File: config.mk
export PLATFORM = sky130hd
export DESIGN_NAME = perspective_floor_line_setup_flat
export DESIGN_NICKNAME = d
export VERILOG_FILES = /design/src/pfls_pkg.sv /design/src/pfls_if.sv /design/src/perspective_floor_line_setup.sv /design/src/pfls_divider.sv /design/src/pfls_datapath.sv /design/src/pfls_ctrl.sv /design/src/flat_wrapper.sv
export SDC_FILE = /design/constraint.sdc
export NUM_CORES = 2
export LEC_CHECK = 0
export CORE_UTILIZATION = 31
export CTS_BUF_LIST = sky130_fd_sc_hd__clkbuf_2 sky130_fd_sc_hd__clkbuf_4 sky130_fd_sc_hd__clkbuf_8
export DETAILED_ROUTE_END_ITERATION = 12
export DONT_BUFFER_PORTS = 1
export PLACE_DENSITY = 0.51
export SLEW_MARGIN = 20
export SYNTH_ARGS = -nofsm -noshare
export SYNTH_HDL_FRONTEND = slang
export SYNTH_SLANG_ARGS = --single-unit
File: constraint.sdc
create_clock -name clock -period 13.5 [get_ports clock]
set_clock_uncertainty 0.05 [all_clocks]
set_input_delay 2.7 -clock clock [delete_from_list [all_inputs] [get_ports clock]]
set_output_delay 2.7 -clock clock [all_outputs]
set_load 0.05 [all_outputs]
File: src/pfls_pkg.sv
`timescale 1ns / 1ps
// shared types and constants for the perspective floor line setup block
// no dependencies

package pfls_pkg;

   localparam int CSR_INDEX_W = 3;
   localparam int CSR_DATA_W  = 27;
   localparam int DIVIDEND_W  = 64;
   localparam int DIVISOR_W   = 32;
   localparam int LAST_CH     = 5;

   typedef enum logic [1:0] {
      CS_IDLE,
      CS_START,
      CS_WAIT,
      CS_OUT
   } ctrl_state_type;

   typedef enum logic [3:0] {
      STEP_WX,
      STEP_WY,
      STEP_H2,
      STEP_HK,
      STEP_NK,
      STEP_DY,
      STEP_SY,
      STEP_SR,
      STEP_DP,
      STEP_SHI,
      STEP_SX,
      STEP_DXL,
      STEP_DXH,
      STEP_DDH,
      STEP_GR
   } step_type;

   typedef enum logic [CSR_INDEX_W-1:0] {
      REG_ROW_COUNT,
      REG_EYE_HEIGHT,
      REG_NEAR_DISTANCE,
      REG_FAR_DISTANCE,
      REG_SCALE_PERCENT,
      REG_GRADIENT_START,
      REG_TINT_RGB
   } csr_reg_type;

   typedef struct packed {
      logic     capture_item;
      logic     div_start;
      logic     capture_result;
      step_type step;
      logic [2:0] chan;
   } pfls_cmd_type;

   typedef struct packed {
      logic req_kind;
      logic div_done;
      logic tint_en;
   } pfls_status_type;

endpackage

File: src/pfls_if.sv
`timescale 1ns / 1ps
// channel interfaces: row request, row result and register write
// uses pfls_pkg for the register port widths

interface pfls_req_if;
   logic               valid;
   logic               ready;
   logic               kind;
   logic signed [15:0] speed_x;
   logic signed [15:0] speed_y;
   logic [8:0]         row_index;
   modport source (output valid, kind, speed_x, speed_y, row_index, input ready);
   modport sink   (input valid, kind, speed_x, speed_y, row_index, output ready);
endinterface

interface pfls_rsp_if;
   logic        valid;
   logic        ready;
   logic [7:0]  source_row;
   logic [7:0]  start_int;
   logic [15:0] start_frac;
   logic [7:0]  step_int;
   logic [15:0] step_frac;
   logic [7:0]  add_red;
   logic [7:0]  add_green;
   logic [7:0]  add_blue;
   logic [7:0]  sub_red;
   logic [7:0]  sub_green;
   logic [7:0]  sub_blue;
   modport source (output valid, source_row, start_int, start_frac, step_int, step_frac,
                   add_red, add_green, add_blue, sub_red, sub_green, sub_blue,
                   input ready);
   modport sink   (input valid, source_row, start_int, start_frac, step_int, step_frac,
                   add_red, add_green, add_blue, sub_red, sub_green, sub_blue,
                   output ready);
endinterface

interface pfls_csr_if;
   logic                               valid;
   logic                               ready;
   logic [pfls_pkg::CSR_INDEX_W-1:0]   index;
   logic [pfls_pkg::CSR_DATA_W-1:0]    data;
   modport source (output valid, index, data, input ready);
   modport sink   (input valid, index, data, output ready);
endinterface

File: src/perspective_floor_line_setup.sv
`timescale 1ns / 1ps
// top level of the perspective floor line setup block
// uses pfls_pkg, pfls_if, pfls_ctrl, pfls_datapath, pfls_divider
//
//   channel   dir  handshake      payload
//   req_chan  in   valid/ready    kind, speed_x, speed_y, row_index
//   rsp_chan  out  valid/ready    source_row .. sub_blue, one item per row request
//   csr_chan  in   valid/ready    index, data (ready held high)
//
// every step runs through one shared divider (start, the quotient bits in pairs,
// capture). an advance item takes 2 steps; a row item takes 12 steps, plus 6
// more when the tint gradient applies, before its result is offered.
// one item is in flight at a time; a stalled result holds the block until taken.
// reset restores the register defaults and zero scroll.

module perspective_floor_line_setup #(
   parameter int SCREEN_WIDTH  = 640,
   parameter int SCREEN_HEIGHT = 480,
   parameter int TEX_WIDTH     = 256,
   parameter int TEX_HEIGHT    = 256
) (
   input  logic       clock,
   input  logic       reset,
   pfls_req_if.sink   req_chan,
   pfls_rsp_if.source rsp_chan,
   pfls_csr_if.sink   csr_chan
);

   pfls_pkg::pfls_cmd_type    cmd;
   pfls_pkg::pfls_status_type status;

   assign csr_chan.ready = 1'b1;

   pfls_ctrl u_ctrl (
      .clock     (clock),
      .reset     (reset),
      .req_valid (req_chan.valid),
      .req_ready (req_chan.ready),
      .rsp_valid (rsp_chan.valid),
      .rsp_ready (rsp_chan.ready),
      .cmd       (cmd),
      .status    (status)
   );

   pfls_datapath #(
      .SCREEN_WIDTH  (SCREEN_WIDTH),
      .SCREEN_HEIGHT (SCREEN_HEIGHT),
      .TEX_WIDTH     (TEX_WIDTH),
      .TEX_HEIGHT    (TEX_HEIGHT)
   ) u_datapath (
      .clock         (clock),
      .reset         (reset),
      .cmd           (cmd),
      .status        (status),
      .req_kind      (req_chan.kind),
      .req_speed_x   (req_chan.speed_x),
      .req_speed_y   (req_chan.speed_y),
      .req_row_index (req_chan.row_index),
      .csr_write     (csr_chan.valid),
      .csr_index     (csr_chan.index),
      .csr_data      (csr_chan.data),
      .source_row    (rsp_chan.source_row),
      .start_int     (rsp_chan.start_int),
      .start_frac    (rsp_chan.start_frac),
      .step_int      (rsp_chan.step_int),
      .step_frac     (rsp_chan.step_frac),
      .add_red       (rsp_chan.add_red),
      .add_green     (rsp_chan.add_green),
      .add_blue      (rsp_chan.add_blue),
      .sub_red       (rsp_chan.sub_red),
      .sub_green     (rsp_chan.sub_green),
      .sub_blue      (rsp_chan.sub_blue)
   );

endmodule

File: src/pfls_divider.sv
`timescale 1ns / 1ps
// shared restoring divider, two quotient bits per cycle, 64 by 32 bits
// uses pfls_pkg for operand widths

module pfls_divider (
   input  logic                               clock,
   input  logic                               reset,
   input  logic                               start,
   input  logic [pfls_pkg::DIVIDEND_W-1:0]    dividend,
   input  logic [pfls_pkg::DIVISOR_W-1:0]     divisor,
   output logic                               done,
   output logic [pfls_pkg::DIVIDEND_W-1:0]    quotient,
   output logic [pfls_pkg::DIVISOR_W-1:0]     remainder
);

   localparam int DW = pfls_pkg::DIVIDEND_W;
   localparam int VW = pfls_pkg::DIVISOR_W;
   localparam int CNT_W = $clog2(DW / 2);
   localparam logic [CNT_W-1:0] CNT_LAST = CNT_W'(DW / 2 - 1);

   logic             busy_ff, busy_in;
   logic             done_ff, done_in;
   logic [CNT_W-1:0] cnt_ff, cnt_in;
   logic [DW-1:0]    quo_ff, quo_in;
   logic [VW-1:0]    rem_ff, rem_in;
   logic [VW-1:0]    div_ff, div_in;

   logic [VW:0]   r1, r2;
   logic          ge1, ge2;
   logic [VW-1:0] r1n, r2n;

   always_comb begin
      r1  = {rem_ff, quo_ff[DW-1]};
      ge1 = r1 >= {1'b0, div_ff};
      r1n = ge1 ? VW'(r1 - {1'b0, div_ff}) : r1[VW-1:0];
      r2  = {r1n, quo_ff[DW-2]};
      ge2 = r2 >= {1'b0, div_ff};
      r2n = ge2 ? VW'(r2 - {1'b0, div_ff}) : r2[VW-1:0];
   end

   always_comb begin
      busy_in = busy_ff;
      cnt_in  = cnt_ff;
      quo_in  = quo_ff;
      rem_in  = rem_ff;
      div_in  = div_ff;
      done_in = busy_ff && (cnt_ff == CNT_LAST);
      if (start) begin
         busy_in = 1'b1;
         cnt_in  = '0;
         quo_in  = dividend;
         rem_in  = '0;
         div_in  = divisor;
      end else if (busy_ff) begin
         quo_in = {quo_ff[DW-3:0], ge1, ge2};
         rem_in = r2n;
         cnt_in = cnt_ff + 1'b1;
         if (cnt_ff == CNT_LAST) begin
            busy_in = 1'b0;
         end
      end
   end

   always_ff @(posedge clock) begin
      if (reset) begin
         busy_ff <= 1'b0;
         done_ff <= 1'b0;
         cnt_ff  <= '0;
      end else begin
         busy_ff <= busy_in;
         done_ff <= done_in;
         cnt_ff  <= cnt_in;
      end
   end

   always_ff @(posedge clock) begin
      quo_ff <= quo_in;
      rem_ff <= rem_in;
      div_ff <= div_in;
   end

   assign done      = done_ff;
   assign quotient  = quo_ff;
   assign remainder = rem_ff;

endmodule

File: src/pfls_datapath.sv
`timescale 1ns / 1ps
// datapath: registers, scroll state, operand selection for the divider,
// result capture and output assembly; uses pfls_pkg and pfls_divider

module pfls_datapath #(
   parameter int SCREEN_WIDTH  = 640,
   parameter int SCREEN_HEIGHT = 480,
   parameter int TEX_WIDTH     = 256,
   parameter int TEX_HEIGHT    = 256
) (
   input  logic                              clock,
   input  logic                              reset,
   input  pfls_pkg::pfls_cmd_type            cmd,
   output pfls_pkg::pfls_status_type         status,
   input  logic                              req_kind,
   input  logic signed [15:0]                req_speed_x,
   input  logic signed [15:0]                req_speed_y,
   input  logic [8:0]                        req_row_index,
   input  logic                              csr_write,
   input  logic [pfls_pkg::CSR_INDEX_W-1:0]  csr_index,
   input  logic [pfls_pkg::CSR_DATA_W-1:0]   csr_data,
   output logic [7:0]                        source_row,
   output logic [7:0]                        start_int,
   output logic [15:0]                       start_frac,
   output logic [7:0]                        step_int,
   output logic [15:0]                       step_frac,
   output logic [7:0]                        add_red,
   output logic [7:0]                        add_green,
   output logic [7:0]                        add_blue,
   output logic [7:0]                        sub_red,
   output logic [7:0]                        sub_green,
   output logic [7:0]                        sub_blue
);

   localparam int HALF   = SCREEN_WIDTH / 2;
   localparam int SX_MOD = TEX_WIDTH * 100;
   localparam int SY_MOD = TEX_HEIGHT * 100;
   localparam int SX_W   = $clog2(SX_MOD);
   localparam int SY_W   = $clog2(SY_MOD);
   localparam int SX_OFS = SX_MOD * ((32768 + SX_MOD - 1) / SX_MOD);
   localparam int SY_OFS = SY_MOD * ((32768 + SY_MOD - 1) / SY_MOD);
   localparam int TW_W   = $clog2(TEX_WIDTH + 1);
   localparam int L_MAX  = (SCREEN_HEIGHT > 511) ? 511 : SCREEN_HEIGHT;
   localparam logic [8:0]      L_MAX_V = 9'(L_MAX);
   localparam logic [TW_W-1:0] TW_V    = TW_W'(TEX_WIDTH);
   localparam int DW = pfls_pkg::DIVIDEND_W;
   localparam int VW = pfls_pkg::DIVISOR_W;

   // configuration
   logic [8:0]  row_count_ff, row_count_in;
   logic [15:0] eye_ff, eye_in;
   logic [15:0] near_ff, near_in;
   logic [15:0] far_ff, far_in;
   logic [9:0]  scale_ff, scale_in;
   logic [8:0]  gstart_ff, gstart_in;
   logic [26:0] tint_ff, tint_in;

   // scroll state
   logic [SX_W-1:0] scroll_x_ff, scroll_x_in;
   logic [SY_W-1:0] scroll_y_ff, scroll_y_in;

   // item and intermediate values
   logic signed [15:0] spx_ff, spx_in;
   logic signed [15:0] spy_ff, spy_in;
   logic [8:0]         idx_ff, idx_in;
   logic [31:0]        h2_ff, h2_in;
   logic [31:0]        hk_ff, hk_in;
   // depth reaches 2^32 when near is at its maximum and far is not above it, at the last row
   logic [32:0]        nk_ff, nk_in;
   logic [39:0]        dy_ff, dy_in;
   logic [35:0]        syq_ff, syq_in;
   logic [7:0]         srow_ff, srow_in;
   logic [55:0]        dp_ff, dp_in;
   logic [TW_W-1:0]    shi_ff, shi_in;
   logic [TW_W-1:0]    sxq_ff, sxq_in;
   logic [6:0]         sxr_ff, sxr_in;
   logic [16:0]        dxl_ff, dxl_in;
   logic [TW_W-1:0]    dxh_ff, dxh_in;
   logic [TW_W-1:0]    ddh_ff, ddh_in;
   logic [15:0]        ddl_ff, ddl_in;
   logic [7:0]         amt_ff [6];
   logic [7:0]         amt_in [6];

   // clamped configuration
   logic [8:0]  l_val;
   logic [15:0] h_val, d1_val;
   logic [16:0] d2_val;
   logic [9:0]  s_val;
   logic [8:0]  idx_val;
   logic [9:0]  n_val;
   logic        tint_en;
   logic [8:0]  c_val, v_val;

   // divider
   logic [DW-1:0] dividend;
   logic [VW-1:0] divisor;
   logic          div_done;
   logic [DW-1:0] quotient;
   logic [VW-1:0] remainder;

   logic [31:0] wx_sum, wy_sum;
   logic [32:0] hdiff;
   logic [31:0] hd, hs, den, dn;
   logic [39:0] dyd;
   logic [40:0] doty;
   logic [39:0] nk100;
   logic [32:0] slo_sum;
   logic [16:0] slo17;
   logic [15:0] slo;
   logic [31:0] ddl_full;
   logic [8:0]  t9, amt_src;
   logic [7:0]  q_sat;

   logic [TW_W-1:0] ddh_neg, ddh2;
   logic [16:0]     ddl2;
   logic [17:0]     sum_l;
   logic [TW_W+1:0] sum_h, sum_h2;

   function automatic logic [8:0] tint_amount(input logic [8:0] t, input logic want_sub);
      logic [8:0] r;
      if (t[8]) begin
         r = want_sub ? 9'(10'd512 - {1'b0, t}) : 9'd0;
      end else begin
         r = want_sub ? 9'd0 : t;
      end
      return r;
   endfunction

   always_comb begin
      if (row_count_ff == 9'd0) begin
         l_val = 9'd1;
      end else if (row_count_ff > L_MAX_V) begin
         l_val = L_MAX_V;
      end else begin
         l_val = row_count_ff;
      end
      h_val  = (eye_ff == 16'd0) ? 16'd1 : eye_ff;
      d1_val = (near_ff == 16'd0) ? 16'd1 : near_ff;
      d2_val = (far_ff <= d1_val) ? 17'({1'b0, d1_val} + 17'd1) : {1'b0, far_ff};
      s_val  = (scale_ff == 10'd0) ? 10'd1 : scale_ff;
      idx_val = (idx_ff > 9'(l_val - 9'd1)) ? 9'(l_val - 9'd1) : idx_ff;
      n_val   = 10'({1'b0, idx_val} + 10'd1);
      tint_en = (gstart_ff < l_val) && (idx_val >= gstart_ff);
      c_val   = 9'(idx_val - gstart_ff);
      v_val   = 9'(l_val - gstart_ff);
   end

   always_comb begin
      wx_sum  = 32'(scroll_x_ff) + 32'(spx_ff) + 32'(SX_OFS);
      wy_sum  = 32'(scroll_y_ff) + 32'(spy_ff) + 32'(SY_OFS);
      hdiff   = 33'(h_val) * 33'(d2_val - {1'b0, d1_val});
      hd      = 32'(h_val) * 32'(d1_val);
      hs      = {h_val, 16'h0};
      den     = (hs > hk_ff) ? 32'(hs - hk_ff) : 32'd1;
      dn      = {d1_val, 16'h0};
      dyd     = (nk_ff > {1'b0, dn}) ? 40'(40'(nk_ff - {1'b0, dn}) * 40'd100) : 40'd0;
      doty    = 41'(syq_ff) + 41'(dy_ff);
      nk100   = 40'(nk_ff) * 40'd100;
      slo_sum = {1'b0, dp_ff[31:0]} + 33'h8000;
      slo17   = slo_sum[32:16];
      slo     = slo17[16] ? 16'hffff : slo17[15:0];
      ddl_full = 32'(slo) * 32'(HALF);
      case (cmd.chan)
         3'd0, 3'd3: t9 = tint_ff[26:18];
         3'd1, 3'd4: t9 = tint_ff[17:9];
         default:    t9 = tint_ff[8:0];
      endcase
      amt_src = tint_amount(t9, cmd.chan >= 3'd3);
      q_sat   = (|quotient[DW-1:8]) ? 8'hff : quotient[7:0];
   end

   // operands for the current step
   always_comb begin
      dividend = '0;
      divisor  = VW'(1);
      case (cmd.step)
         pfls_pkg::STEP_WX: begin
            dividend = DW'(wx_sum);
            divisor  = VW'(SX_MOD);
         end
         pfls_pkg::STEP_WY: begin
            dividend = DW'(wy_sum);
            divisor  = VW'(SY_MOD);
         end
         pfls_pkg::STEP_H2: begin
            dividend = DW'({hdiff, 16'h0});
            divisor  = VW'(d2_val);
         end
         pfls_pkg::STEP_HK: begin
            dividend = DW'(42'(n_val) * 42'(h2_ff));
            divisor  = VW'(l_val);
         end
         pfls_pkg::STEP_NK: begin
            dividend = {hd, 32'h0};
            divisor  = den;
         end
         pfls_pkg::STEP_DY: begin
            dividend = DW'(dyd);
            divisor  = VW'(s_val);
         end
         pfls_pkg::STEP_SY: begin
            dividend = DW'({scroll_y_ff, 16'h0});
            divisor  = VW'(100);
         end
         pfls_pkg::STEP_SR: begin
            dividend = DW'(doty[40:16]);
            divisor  = VW'(TEX_HEIGHT);
         end
         pfls_pkg::STEP_DP: begin
            dividend = DW'({nk100, 16'h0});
            divisor  = VW'(26'(s_val) * 26'(d1_val));
         end
         pfls_pkg::STEP_SHI: begin
            dividend = DW'(dp_ff[55:32]);
            divisor  = VW'(TEX_WIDTH);
         end
         pfls_pkg::STEP_SX: begin
            dividend = DW'(scroll_x_ff);
            divisor  = VW'(100);
         end
         pfls_pkg::STEP_DXL: begin
            dividend = DW'({sxr_ff, 16'h0});
            divisor  = VW'(100);
         end
         pfls_pkg::STEP_DXH: begin
            dividend = DW'(HALF) + DW'(sxq_ff) + DW'(dxl_ff[16]);
            divisor  = VW'(TEX_WIDTH);
         end
         pfls_pkg::STEP_DDH: begin
            dividend = DW'(32'(shi_ff) * 32'(HALF)) + DW'(ddl_full[31:16]);
            divisor  = VW'(TEX_WIDTH);
         end
         pfls_pkg::STEP_GR: begin
            dividend = DW'(18'(amt_src) * 18'(c_val) + 18'(v_val[8:1]));
            divisor  = VW'(v_val);
         end
         default: begin
            dividend = '0;
            divisor  = VW'(1);
         end
      endcase
   end

   pfls_divider u_divider (
      .clock     (clock),
      .reset     (reset),
      .start     (cmd.div_start),
      .dividend  (dividend),
      .divisor   (divisor),
      .done      (div_done),
      .quotient  (quotient),
      .remainder (remainder)
   );

   // configuration writes
   always_comb begin
      row_count_in = row_count_ff;
      eye_in       = eye_ff;
      near_in      = near_ff;
      far_in       = far_ff;
      scale_in     = scale_ff;
      gstart_in    = gstart_ff;
      tint_in      = tint_ff;
      if (csr_write) begin
         case (pfls_pkg::csr_reg_type'(csr_index))
            pfls_pkg::REG_ROW_COUNT:      row_count_in = csr_data[8:0];
            pfls_pkg::REG_EYE_HEIGHT:     eye_in       = csr_data[15:0];
            pfls_pkg::REG_NEAR_DISTANCE:  near_in      = csr_data[15:0];
            pfls_pkg::REG_FAR_DISTANCE:   far_in       = csr_data[15:0];
            pfls_pkg::REG_SCALE_PERCENT:  scale_in     = csr_data[9:0];
            pfls_pkg::REG_GRADIENT_START: gstart_in    = csr_data[8:0];
            pfls_pkg::REG_TINT_RGB:       tint_in      = csr_data;
            default: ;
         endcase
      end
   end

   // item capture and step results
   always_comb begin
      scroll_x_in = scroll_x_ff;
      scroll_y_in = scroll_y_ff;
      spx_in  = spx_ff;
      spy_in  = spy_ff;
      idx_in  = idx_ff;
      h2_in   = h2_ff;
      hk_in   = hk_ff;
      nk_in   = nk_ff;
      dy_in   = dy_ff;
      syq_in  = syq_ff;
      srow_in = srow_ff;
      dp_in   = dp_ff;
      shi_in  = shi_ff;
      sxq_in  = sxq_ff;
      sxr_in  = sxr_ff;
      dxl_in  = dxl_ff;
      dxh_in  = dxh_ff;
      ddh_in  = ddh_ff;
      ddl_in  = ddl_ff;
      for (int k = 0; k < 6; k++) begin
         amt_in[k] = amt_ff[k];
      end
      if (cmd.capture_item) begin
         spx_in = req_speed_x;
         spy_in = req_speed_y;
         idx_in = req_row_index;
         for (int k = 0; k < 6; k++) begin
            amt_in[k] = 8'd0;
         end
      end
      if (cmd.capture_result) begin
         case (cmd.step)
            pfls_pkg::STEP_WX:  scroll_x_in = remainder[SX_W-1:0];
            pfls_pkg::STEP_WY:  scroll_y_in = remainder[SY_W-1:0];
            pfls_pkg::STEP_H2:  h2_in   = quotient[31:0];
            pfls_pkg::STEP_HK:  hk_in   = quotient[31:0];
            pfls_pkg::STEP_NK:  nk_in   = quotient[32:0];
            pfls_pkg::STEP_DY:  dy_in   = quotient[39:0];
            pfls_pkg::STEP_SY:  syq_in  = quotient[35:0];
            pfls_pkg::STEP_SR:  srow_in = remainder[7:0];
            pfls_pkg::STEP_DP:  dp_in   = quotient[55:0];
            pfls_pkg::STEP_SHI: shi_in  = remainder[TW_W-1:0];
            pfls_pkg::STEP_SX: begin
               sxq_in = quotient[TW_W-1:0];
               sxr_in = remainder[6:0];
            end
            pfls_pkg::STEP_DXL: dxl_in  = quotient[16:0];
            pfls_pkg::STEP_DXH: dxh_in  = remainder[TW_W-1:0];
            pfls_pkg::STEP_DDH: begin
               ddh_in = remainder[TW_W-1:0];
               ddl_in = ddl_full[15:0];
            end
            pfls_pkg::STEP_GR:  amt_in[cmd.chan] = q_sat;
            default: ;
         endcase
      end
   end

   always_ff @(posedge clock) begin
      if (reset) begin
         row_count_ff <= 9'd200;
         eye_ff       <= 16'd200;
         near_ff      <= 16'd100;
         far_ff       <= 16'd500;
         scale_ff     <= 10'd100;
         gstart_ff    <= 9'd480;
         tint_ff      <= '0;
         scroll_x_ff  <= '0;
         scroll_y_ff  <= '0;
      end else begin
         row_count_ff <= row_count_in;
         eye_ff       <= eye_in;
         near_ff      <= near_in;
         far_ff       <= far_in;
         scale_ff     <= scale_in;
         gstart_ff    <= gstart_in;
         tint_ff      <= tint_in;
         scroll_x_ff  <= scroll_x_in;
         scroll_y_ff  <= scroll_y_in;
      end
   end

   always_ff @(posedge clock) begin
      spx_ff  <= spx_in;
      spy_ff  <= spy_in;
      idx_ff  <= idx_in;
      h2_ff   <= h2_in;
      hk_ff   <= hk_in;
      nk_ff   <= nk_in;
      dy_ff   <= dy_in;
      syq_ff  <= syq_in;
      srow_ff <= srow_in;
      dp_ff   <= dp_in;
      shi_ff  <= shi_in;
      sxq_ff  <= sxq_in;
      sxr_ff  <= sxr_in;
      dxl_ff  <= dxl_in;
      dxh_ff  <= dxh_in;
      ddh_ff  <= ddh_in;
      ddl_ff  <= ddl_in;
      for (int k = 0; k < 6; k++) begin
         amt_ff[k] <= amt_in[k];
      end
   end

   // start x = scroll + half width - step * half width, 8.16 modulo texture width
   always_comb begin
      ddh_neg = (ddh_ff == '0) ? '0 : TW_W'(TW_V - ddh_ff);
      if (ddl_ff != 16'd0) begin
         ddh2 = (ddh_neg == '0) ? TW_W'(TW_V - 1'b1) : TW_W'(ddh_neg - 1'b1);
         ddl2 = 17'(17'h10000 - {1'b0, ddl_ff});
      end else begin
         ddh2 = ddh_neg;
         ddl2 = 17'd0;
      end
      sum_l  = 18'(dxl_ff) + 18'(ddl2);
      sum_h  = (TW_W+2)'(dxh_ff) + (TW_W+2)'(ddh2) + (TW_W+2)'(sum_l[17:16]);
      sum_h2 = (sum_h >= (TW_W+2)'(TEX_WIDTH)) ? (TW_W+2)'(sum_h - (TW_W+2)'(TEX_WIDTH))
                                               : sum_h;
   end

   assign source_row = srow_ff;
   assign start_int  = 8'(sum_h2);
   assign start_frac = sum_l[15:0];
   assign step_int   = 8'(shi_ff);
   assign step_frac  = slo;
   assign add_red    = amt_ff[0];
   assign add_green  = amt_ff[1];
   assign add_blue   = amt_ff[2];
   assign sub_red    = amt_ff[3];
   assign sub_green  = amt_ff[4];
   assign sub_blue   = amt_ff[5];

   assign status.req_kind = req_kind;
   assign status.div_done = div_done;
   assign status.tint_en  = tint_en;

endmodule

File: src/pfls_ctrl.sv
`timescale 1ns / 1ps
// controller: sequences the divider steps of one item and the handshakes
// uses pfls_pkg for state, step and command types

module pfls_ctrl (
   input  logic                       clock,
   input  logic                       reset,
   input  logic                       req_valid,
   output logic                       req_ready,
   output logic                       rsp_valid,
   input  logic                       rsp_ready,
   output pfls_pkg::pfls_cmd_type     cmd,
   input  pfls_pkg::pfls_status_type  status
);

   pfls_pkg::ctrl_state_type state_ff, state_in;
   pfls_pkg::step_type       step_ff, step_in;
   logic [2:0]               chan_ff, chan_in;

   always_ff @(posedge clock) begin
      if (reset) begin
         state_ff <= pfls_pkg::CS_IDLE;
         step_ff  <= pfls_pkg::STEP_WX;
         chan_ff  <= 3'd0;
      end else begin
         state_ff <= state_in;
         step_ff  <= step_in;
         chan_ff  <= chan_in;
      end
   end

   always_comb begin
      state_in  = state_ff;
      step_in   = step_ff;
      chan_in   = chan_ff;
      req_ready = 1'b0;
      rsp_valid = 1'b0;
      cmd       = '0;
      cmd.step  = step_ff;
      cmd.chan  = chan_ff;
      case (state_ff)
         pfls_pkg::CS_IDLE: begin
            req_ready = 1'b1;
            if (req_valid) begin
               cmd.capture_item = 1'b1;
               step_in  = status.req_kind ? pfls_pkg::STEP_H2 : pfls_pkg::STEP_WX;
               chan_in  = 3'd0;
               state_in = pfls_pkg::CS_START;
            end
         end
         pfls_pkg::CS_START: begin
            cmd.div_start = 1'b1;
            state_in      = pfls_pkg::CS_WAIT;
         end
         pfls_pkg::CS_WAIT: begin
            if (status.div_done) begin
               cmd.capture_result = 1'b1;
               state_in = pfls_pkg::CS_START;
               case (step_ff)
                  pfls_pkg::STEP_WY: begin
                     state_in = pfls_pkg::CS_IDLE;
                  end
                  pfls_pkg::STEP_DDH: begin
                     if (status.tint_en) begin
                        step_in = pfls_pkg::STEP_GR;
                     end else begin
                        state_in = pfls_pkg::CS_OUT;
                     end
                  end
                  pfls_pkg::STEP_GR: begin
                     if (chan_ff == 3'(pfls_pkg::LAST_CH)) begin
                        state_in = pfls_pkg::CS_OUT;
                     end else begin
                        chan_in = chan_ff + 3'd1;
                     end
                  end
                  default: begin
                     step_in = pfls_pkg::step_type'(step_ff + 4'd1);
                  end
               endcase
            end
         end
         pfls_pkg::CS_OUT: begin
            rsp_valid = 1'b1;
            if (rsp_ready) begin
               state_in = pfls_pkg::CS_IDLE;
            end
         end
         default: begin
            state_in = pfls_pkg::CS_IDLE;
         end
      endcase
   end

`ifndef SYNTH
   a_accept_starts: assert property (@(posedge clock) disable iff (reset)
      (req_valid && req_ready) |=> (state_ff == pfls_pkg::CS_START))
      else $error("accepted item did not start the divider sequence");
   a_done_in_wait: assert property (@(posedge clock) disable iff (reset)
      status.div_done |-> (state_ff == pfls_pkg::CS_WAIT))
      else $error("divider finished outside the wait state");
   a_chan_range: assert property (@(posedge clock) disable iff (reset)
      chan_ff <= 3'(pfls_pkg::LAST_CH))
      else $error("tint channel counter out of range");
   a_start_from_idle_or_wait: assert property (@(posedge clock) disable iff (reset)
      (state_ff == pfls_pkg::CS_START) |-> ($past(state_ff) == pfls_pkg::CS_IDLE ||
                                           $past(state_ff) == pfls_pkg::CS_WAIT))
      else $error("divider start entered from a wrong state");
`endif

endmodule

File: src/flat_wrapper.sv
// flat-port wrapper written by rule: the top's interface ports become plain ports
module perspective_floor_line_setup_flat 
#(
   parameter int SCREEN_WIDTH  = 640,
   parameter int SCREEN_HEIGHT = 480,
   parameter int TEX_WIDTH     = 256,
   parameter int TEX_HEIGHT    = 256
)
  (clock, reset, req_chan_valid, req_chan_kind, req_chan_speed_x, req_chan_speed_y, req_chan_row_index, req_chan_ready, rsp_chan_valid, rsp_chan_source_row, rsp_chan_start_int, rsp_chan_start_frac, rsp_chan_step_int, rsp_chan_step_frac, rsp_chan_add_red, rsp_chan_add_green, rsp_chan_add_blue, rsp_chan_sub_red, rsp_chan_sub_green, rsp_chan_sub_blue, rsp_chan_ready, csr_chan_valid, csr_chan_index, csr_chan_data, csr_chan_ready);
  pfls_req_if req_chan_i ();
  pfls_rsp_if rsp_chan_i ();
  pfls_csr_if csr_chan_i ();
  input  logic clock;
  input  logic reset;
  input wire logic [$bits(req_chan_i.valid)-1:0] req_chan_valid;
  input wire logic [$bits(req_chan_i.kind)-1:0] req_chan_kind;
  input wire logic [$bits(req_chan_i.speed_x)-1:0] req_chan_speed_x;
  input wire logic [$bits(req_chan_i.speed_y)-1:0] req_chan_speed_y;
  input wire logic [$bits(req_chan_i.row_index)-1:0] req_chan_row_index;
  output wire logic [$bits(req_chan_i.ready)-1:0] req_chan_ready;
  output wire logic [$bits(rsp_chan_i.valid)-1:0] rsp_chan_valid;
  output wire logic [$bits(rsp_chan_i.source_row)-1:0] rsp_chan_source_row;
  output wire logic [$bits(rsp_chan_i.start_int)-1:0] rsp_chan_start_int;
  output wire logic [$bits(rsp_chan_i.start_frac)-1:0] rsp_chan_start_frac;
  output wire logic [$bits(rsp_chan_i.step_int)-1:0] rsp_chan_step_int;
  output wire logic [$bits(rsp_chan_i.step_frac)-1:0] rsp_chan_step_frac;
  output wire logic [$bits(rsp_chan_i.add_red)-1:0] rsp_chan_add_red;
  output wire logic [$bits(rsp_chan_i.add_green)-1:0] rsp_chan_add_green;
  output wire logic [$bits(rsp_chan_i.add_blue)-1:0] rsp_chan_add_blue;
  output wire logic [$bits(rsp_chan_i.sub_red)-1:0] rsp_chan_sub_red;
  output wire logic [$bits(rsp_chan_i.sub_green)-1:0] rsp_chan_sub_green;
  output wire logic [$bits(rsp_chan_i.sub_blue)-1:0] rsp_chan_sub_blue;
  input wire logic [$bits(rsp_chan_i.ready)-1:0] rsp_chan_ready;
  input wire logic [$bits(csr_chan_i.valid)-1:0] csr_chan_valid;
  input wire logic [$bits(csr_chan_i.index)-1:0] csr_chan_index;
  input wire logic [$bits(csr_chan_i.data)-1:0] csr_chan_data;
  output wire logic [$bits(csr_chan_i.ready)-1:0] csr_chan_ready;
  assign req_chan_i.valid = req_chan_valid;
  assign req_chan_i.kind = req_chan_kind;
  assign req_chan_i.speed_x = req_chan_speed_x;
  assign req_chan_i.speed_y = req_chan_speed_y;
  assign req_chan_i.row_index = req_chan_row_index;
  assign req_chan_ready = req_chan_i.ready;
  assign rsp_chan_valid = rsp_chan_i.valid;
  assign rsp_chan_source_row = rsp_chan_i.source_row;
  assign rsp_chan_start_int = rsp_chan_i.start_int;
  assign rsp_chan_start_frac = rsp_chan_i.start_frac;
  assign rsp_chan_step_int = rsp_chan_i.step_int;
  assign rsp_chan_step_frac = rsp_chan_i.step_frac;
  assign rsp_chan_add_red = rsp_chan_i.add_red;
  assign rsp_chan_add_green = rsp_chan_i.add_green;
  assign rsp_chan_add_blue = rsp_chan_i.add_blue;
  assign rsp_chan_sub_red = rsp_chan_i.sub_red;
  assign rsp_chan_sub_green = rsp_chan_i.sub_green;
  assign rsp_chan_sub_blue = rsp_chan_i.sub_blue;
  assign rsp_chan_i.ready = rsp_chan_ready;
  assign csr_chan_i.valid = csr_chan_valid;
  assign csr_chan_i.index = csr_chan_index;
  assign csr_chan_i.data = csr_chan_data;
  assign csr_chan_ready = csr_chan_i.ready;
  perspective_floor_line_setup #(.SCREEN_WIDTH(SCREEN_WIDTH), .SCREEN_HEIGHT(SCREEN_HEIGHT), .TEX_WIDTH(TEX_WIDTH), .TEX_HEIGHT(TEX_HEIGHT)) u_core (.clock(clock), .reset(reset), .req_chan(req_chan_i), .rsp_chan(rsp_chan_i), .csr_chan(csr_chan_i));
endmodule
==> results_dict.tcl <==
set metrics [dict create \
    status "finished clean" \
    fin_crit_sh 0.924 \
    finalMaxSlewViolations 0 \
    multi_input_area_um2 57800 \
    crit_family "compound AO/OA/AOI/OAI gates" \
    async_flop_share 0 \
    synthCells 9175 \
    postCtsSetupBuffers 0 \
    grt-ovfl-total 0 \
    globalplace.congestion 0.967 \
    critPathCaptureType "flop" \
    detail_route.wl_per_cell_um 23.7 \
    rows 188 \
    drive_gt1_frac 0.0534 \
    postCtsHoldBufs 0 \
    drt_pre_antenna_iters 6 \
    finalInstanceArea_um2 89200 \
    core-area_um2 263000 \
    cts_buffer_depth 3 \
    io-pin-count 184 \
    dpl.hpwl_um 236000 \
    syn-num-nets 11100 \
    powerDensity_nw_per_um2 178 \
    path_common_cell "fa_1" \
    max_slew_margin 0.246 \
    vias 66400 \
    cpPeakStageDelay_ns 0.78 \
    initial_core_util 0.312 \
    drc_errors 0 \
    cts_root_buf "clkbuf_8" \
    numPortBuffers 0 \
    antenna_violating_nets_post_route 0 \
    via_per_inst 5.23 \
    final_core_util 0.340 \
    dieArea_um2 267000 \
    cts.clk_slew.worst_paths_ns 0.06 \
    syn-cell-area_um2 82100 \
    setup_viol 0 \
    yosysTopAreaCell "fa_1" \
    final_nets 11000 \
    cts_htree_levels 4 \
    yosysTopAreaCellShare 0.230 \
    min_period_ns 12.47 \
    dpl.cell_count 12500 \
    yosysSeqAreaShare 0.212 \
    worstSetupPathType "reg2reg" \
    synth_edf_count 428 \
    cp_data_arrival_time_ns 13.06 \
    postPlaceCellArea_um2 86400 \
    ys_warn_count 0 \
    clock_sinks 657 \
    rsz0062_at_grt "no" \
    cp_data_required_time_ns 14.09 \
    crit_fanout 30 \
    grt_pass1_vias 65800 \
    dieHeight_um 517 \
    cts_tree "yes" \
    synth-main-ff-cell "edfxtp_1" \
    drt-initial-drc-count 5642 \
    max_freq_mhz 80.2 \
    syn_avg_cell_area_um2 8.95 \
    worst_pin_slew_ns 1.13 \
    fin_setup_tns_ns 0 \
    ir_drop_uv 224 \
    die_w_um 517 \
    totalWireLength_um 301000 \
    post_cts_resized 0 \
    crit_path_top_delay_cell "a2111oi_2" \
    grt_pass1_wl_um 440000 \
    cts_buffers 130 \
    cp-start-kind "flop" \
    finalHoldViolations 0 \
    clock_latency_ns 0.93 \
    hold_class "reg2reg" \
    grtUsageTotal 0.223 \
    regArea_um2 17400 \
    worst_slack_ns 1.03 \
    ys_seq_elements 657 \
    antenna_found_initial 29 \
    crit_buf_inv 5 \
    syn2layout_area_growth_pct 8.69 \
    fill_cells 27100 \
    synthTopCellsByArea "fa_1 23%, edfxtp_1 16%, ha_1 14%" \
    grt_start_max_net_pins 152 \
    synth.distinct_cells 92 \
    post-place-ws_ns 1.22 \
    fin_cells 12700 \
    p_leak_nw 40.4 \
    cap_violations 0 \
]
## cells in the mapped netlist, types with 15 or more instances
cell         n
a211o_1     18
a211oi_1    42
a21boi_0    17
a21o_1     151
a21oi_1    506
a221oi_1    58
a22oi_1     33
a31oi_1     44
and2_1     420
and3_1      48
buf_1       36
buf_2       16
buf_4       17
clkbuf_1   336
dfxtp_1    229
edfxtp_1   428
fa_1       943
ha_1       886
inv_1     1458
mux2_2      17
mux2i_1     48
nand2_1   1158
nand2b_1    95
nand3_1    153
nand3b_1    30
nand4_1     63
nor2_1     409
nor2b_1     86
nor3_1     101
nor4_1      40
o211ai_1    24
o21a_1      67
o21ai_0    364
o21bai_1    38
o221ai_1    20
o22ai_1     32
o31ai_1     23
or2_2       21
or3_1       29
or4_1       15
xnor2_1    281
xor2_1     153
## through the flow
step	hold WS, ns	power, mW
floorplan	0.383	10.3
global placement	0.389	13.5
detailed placement	0.397	13.6
CTS	0.405	16.0
global route	0.421	17.4
finish	0.405	15.9
## kinds of logic after synthesis
family | synth area share
and+or+nand+nor | 0.157
muxes | 0.00819
DFF | 0.212
AOI/OAI and AO/OA | 0.124
buffers and inverters | 0.0865
adders and majority gates | 0.365
other | 0.0000915
xor gates and xnor gates | 0.0467
## power breakdown
group          internal (mW)  leakage (nW)  switching [mW]
clock                   1.22          1.43            1.02
combinational           4.26          33.2            6.87
sequential              2.29          5.77           0.237
## cell usage in the layout (no fill, tap or decap), drive strengths merged, types with 103 or more instances in the layout
| cell type | instances |
|---|---|
| a21o | 153 |
| nor2 | 409 |
| edfxtp | 428 |
| ha | 886 |
| buf | 171 |
| nand3 | 153 |
| nand2 | 1158 |
| clkbuf | 186 |
| nor3 | 103 |
| and2 | 420 |
| fa | 943 |
| inv | 1464 |
| a21oi | 508 |
| xor2 | 153 |
| o21ai | 373 |
| dfxtp | 229 |
| xnor2 | 283 |
## tightest hold or removal path, stage by stage (launching register included)
cell	delay (ns)
dfxtp_1	0.31
nand2_1	0.05
a21oi_1	0.05
## worst paths after layout
check	from	to	slack (ns)	cells past startpoint
worst max-delay path	u_core.u_datapath.row_count_ff[5]$_SDFFE_PP0P_	u_core.u_datapath.u_divider.quotient[34]$_DFFE_PP_	1.03	39
worst min-delay path	u_core.u_datapath.tint_ff[9]$_SDFFE_PP0P_	u_core.u_datapath.tint_ff[9]$_SDFFE_PP0P_	0.41	2
worst max register to register	u_core.u_datapath.row_count_ff[5]$_SDFFE_PP0P_	u_core.u_datapath.u_divider.quotient[34]$_DFFE_PP_	1.03	39
worst min register to register	u_core.u_datapath.tint_ff[9]$_SDFFE_PP0P_	u_core.u_datapath.tint_ff[9]$_SDFFE_PP0P_	0.41	2
## flip-flops by register name, summed over array words and instances (netlist names), 17 cells and up
name                                   flops
u_core.u_datapath.u_divider.remainder     32
u_core.u_datapath.dxl_ff                  17
u_core.u_datapath.syq_ff                  36
u_core.u_datapath.h2_ff                   32
u_core.u_datapath.dy_ff                   40
u_core.u_datapath.u_divider.quotient      64
u_core.u_datapath.dp_ff                   41
u_core.u_datapath.amt_ff                  48
u_core.u_datapath.hk_ff                   32
u_core.u_datapath.tint_ff                 27
u_core.u_datapath.nk_ff                   33
u_core.u_datapath.u_divider.div_ff        32
## per-layer routing
layer	global-route usage	vias up	wire length (µm)	part of all wire
met5	0	-	104	0.00035
met4	0.0795	16	11500	0.038
met3	0.0381	490	22300	0.074
met2	0.363	2432	138000	0.46
met1	0.297	33400	129000	0.43
li1	-	30100	-	-
## final cells by class
class,instances,share of cell area
sequential,657,0.195
timing repair buffer,171,0.0151
antenna,13,0.000365
clock inverter,48,0.00474
tap,3515,0.0493
multi-input combinational,6651,0.648
inverter,1458,0.0614
clock buffer,186,0.0260
Power figures use the tool's default switching activity.
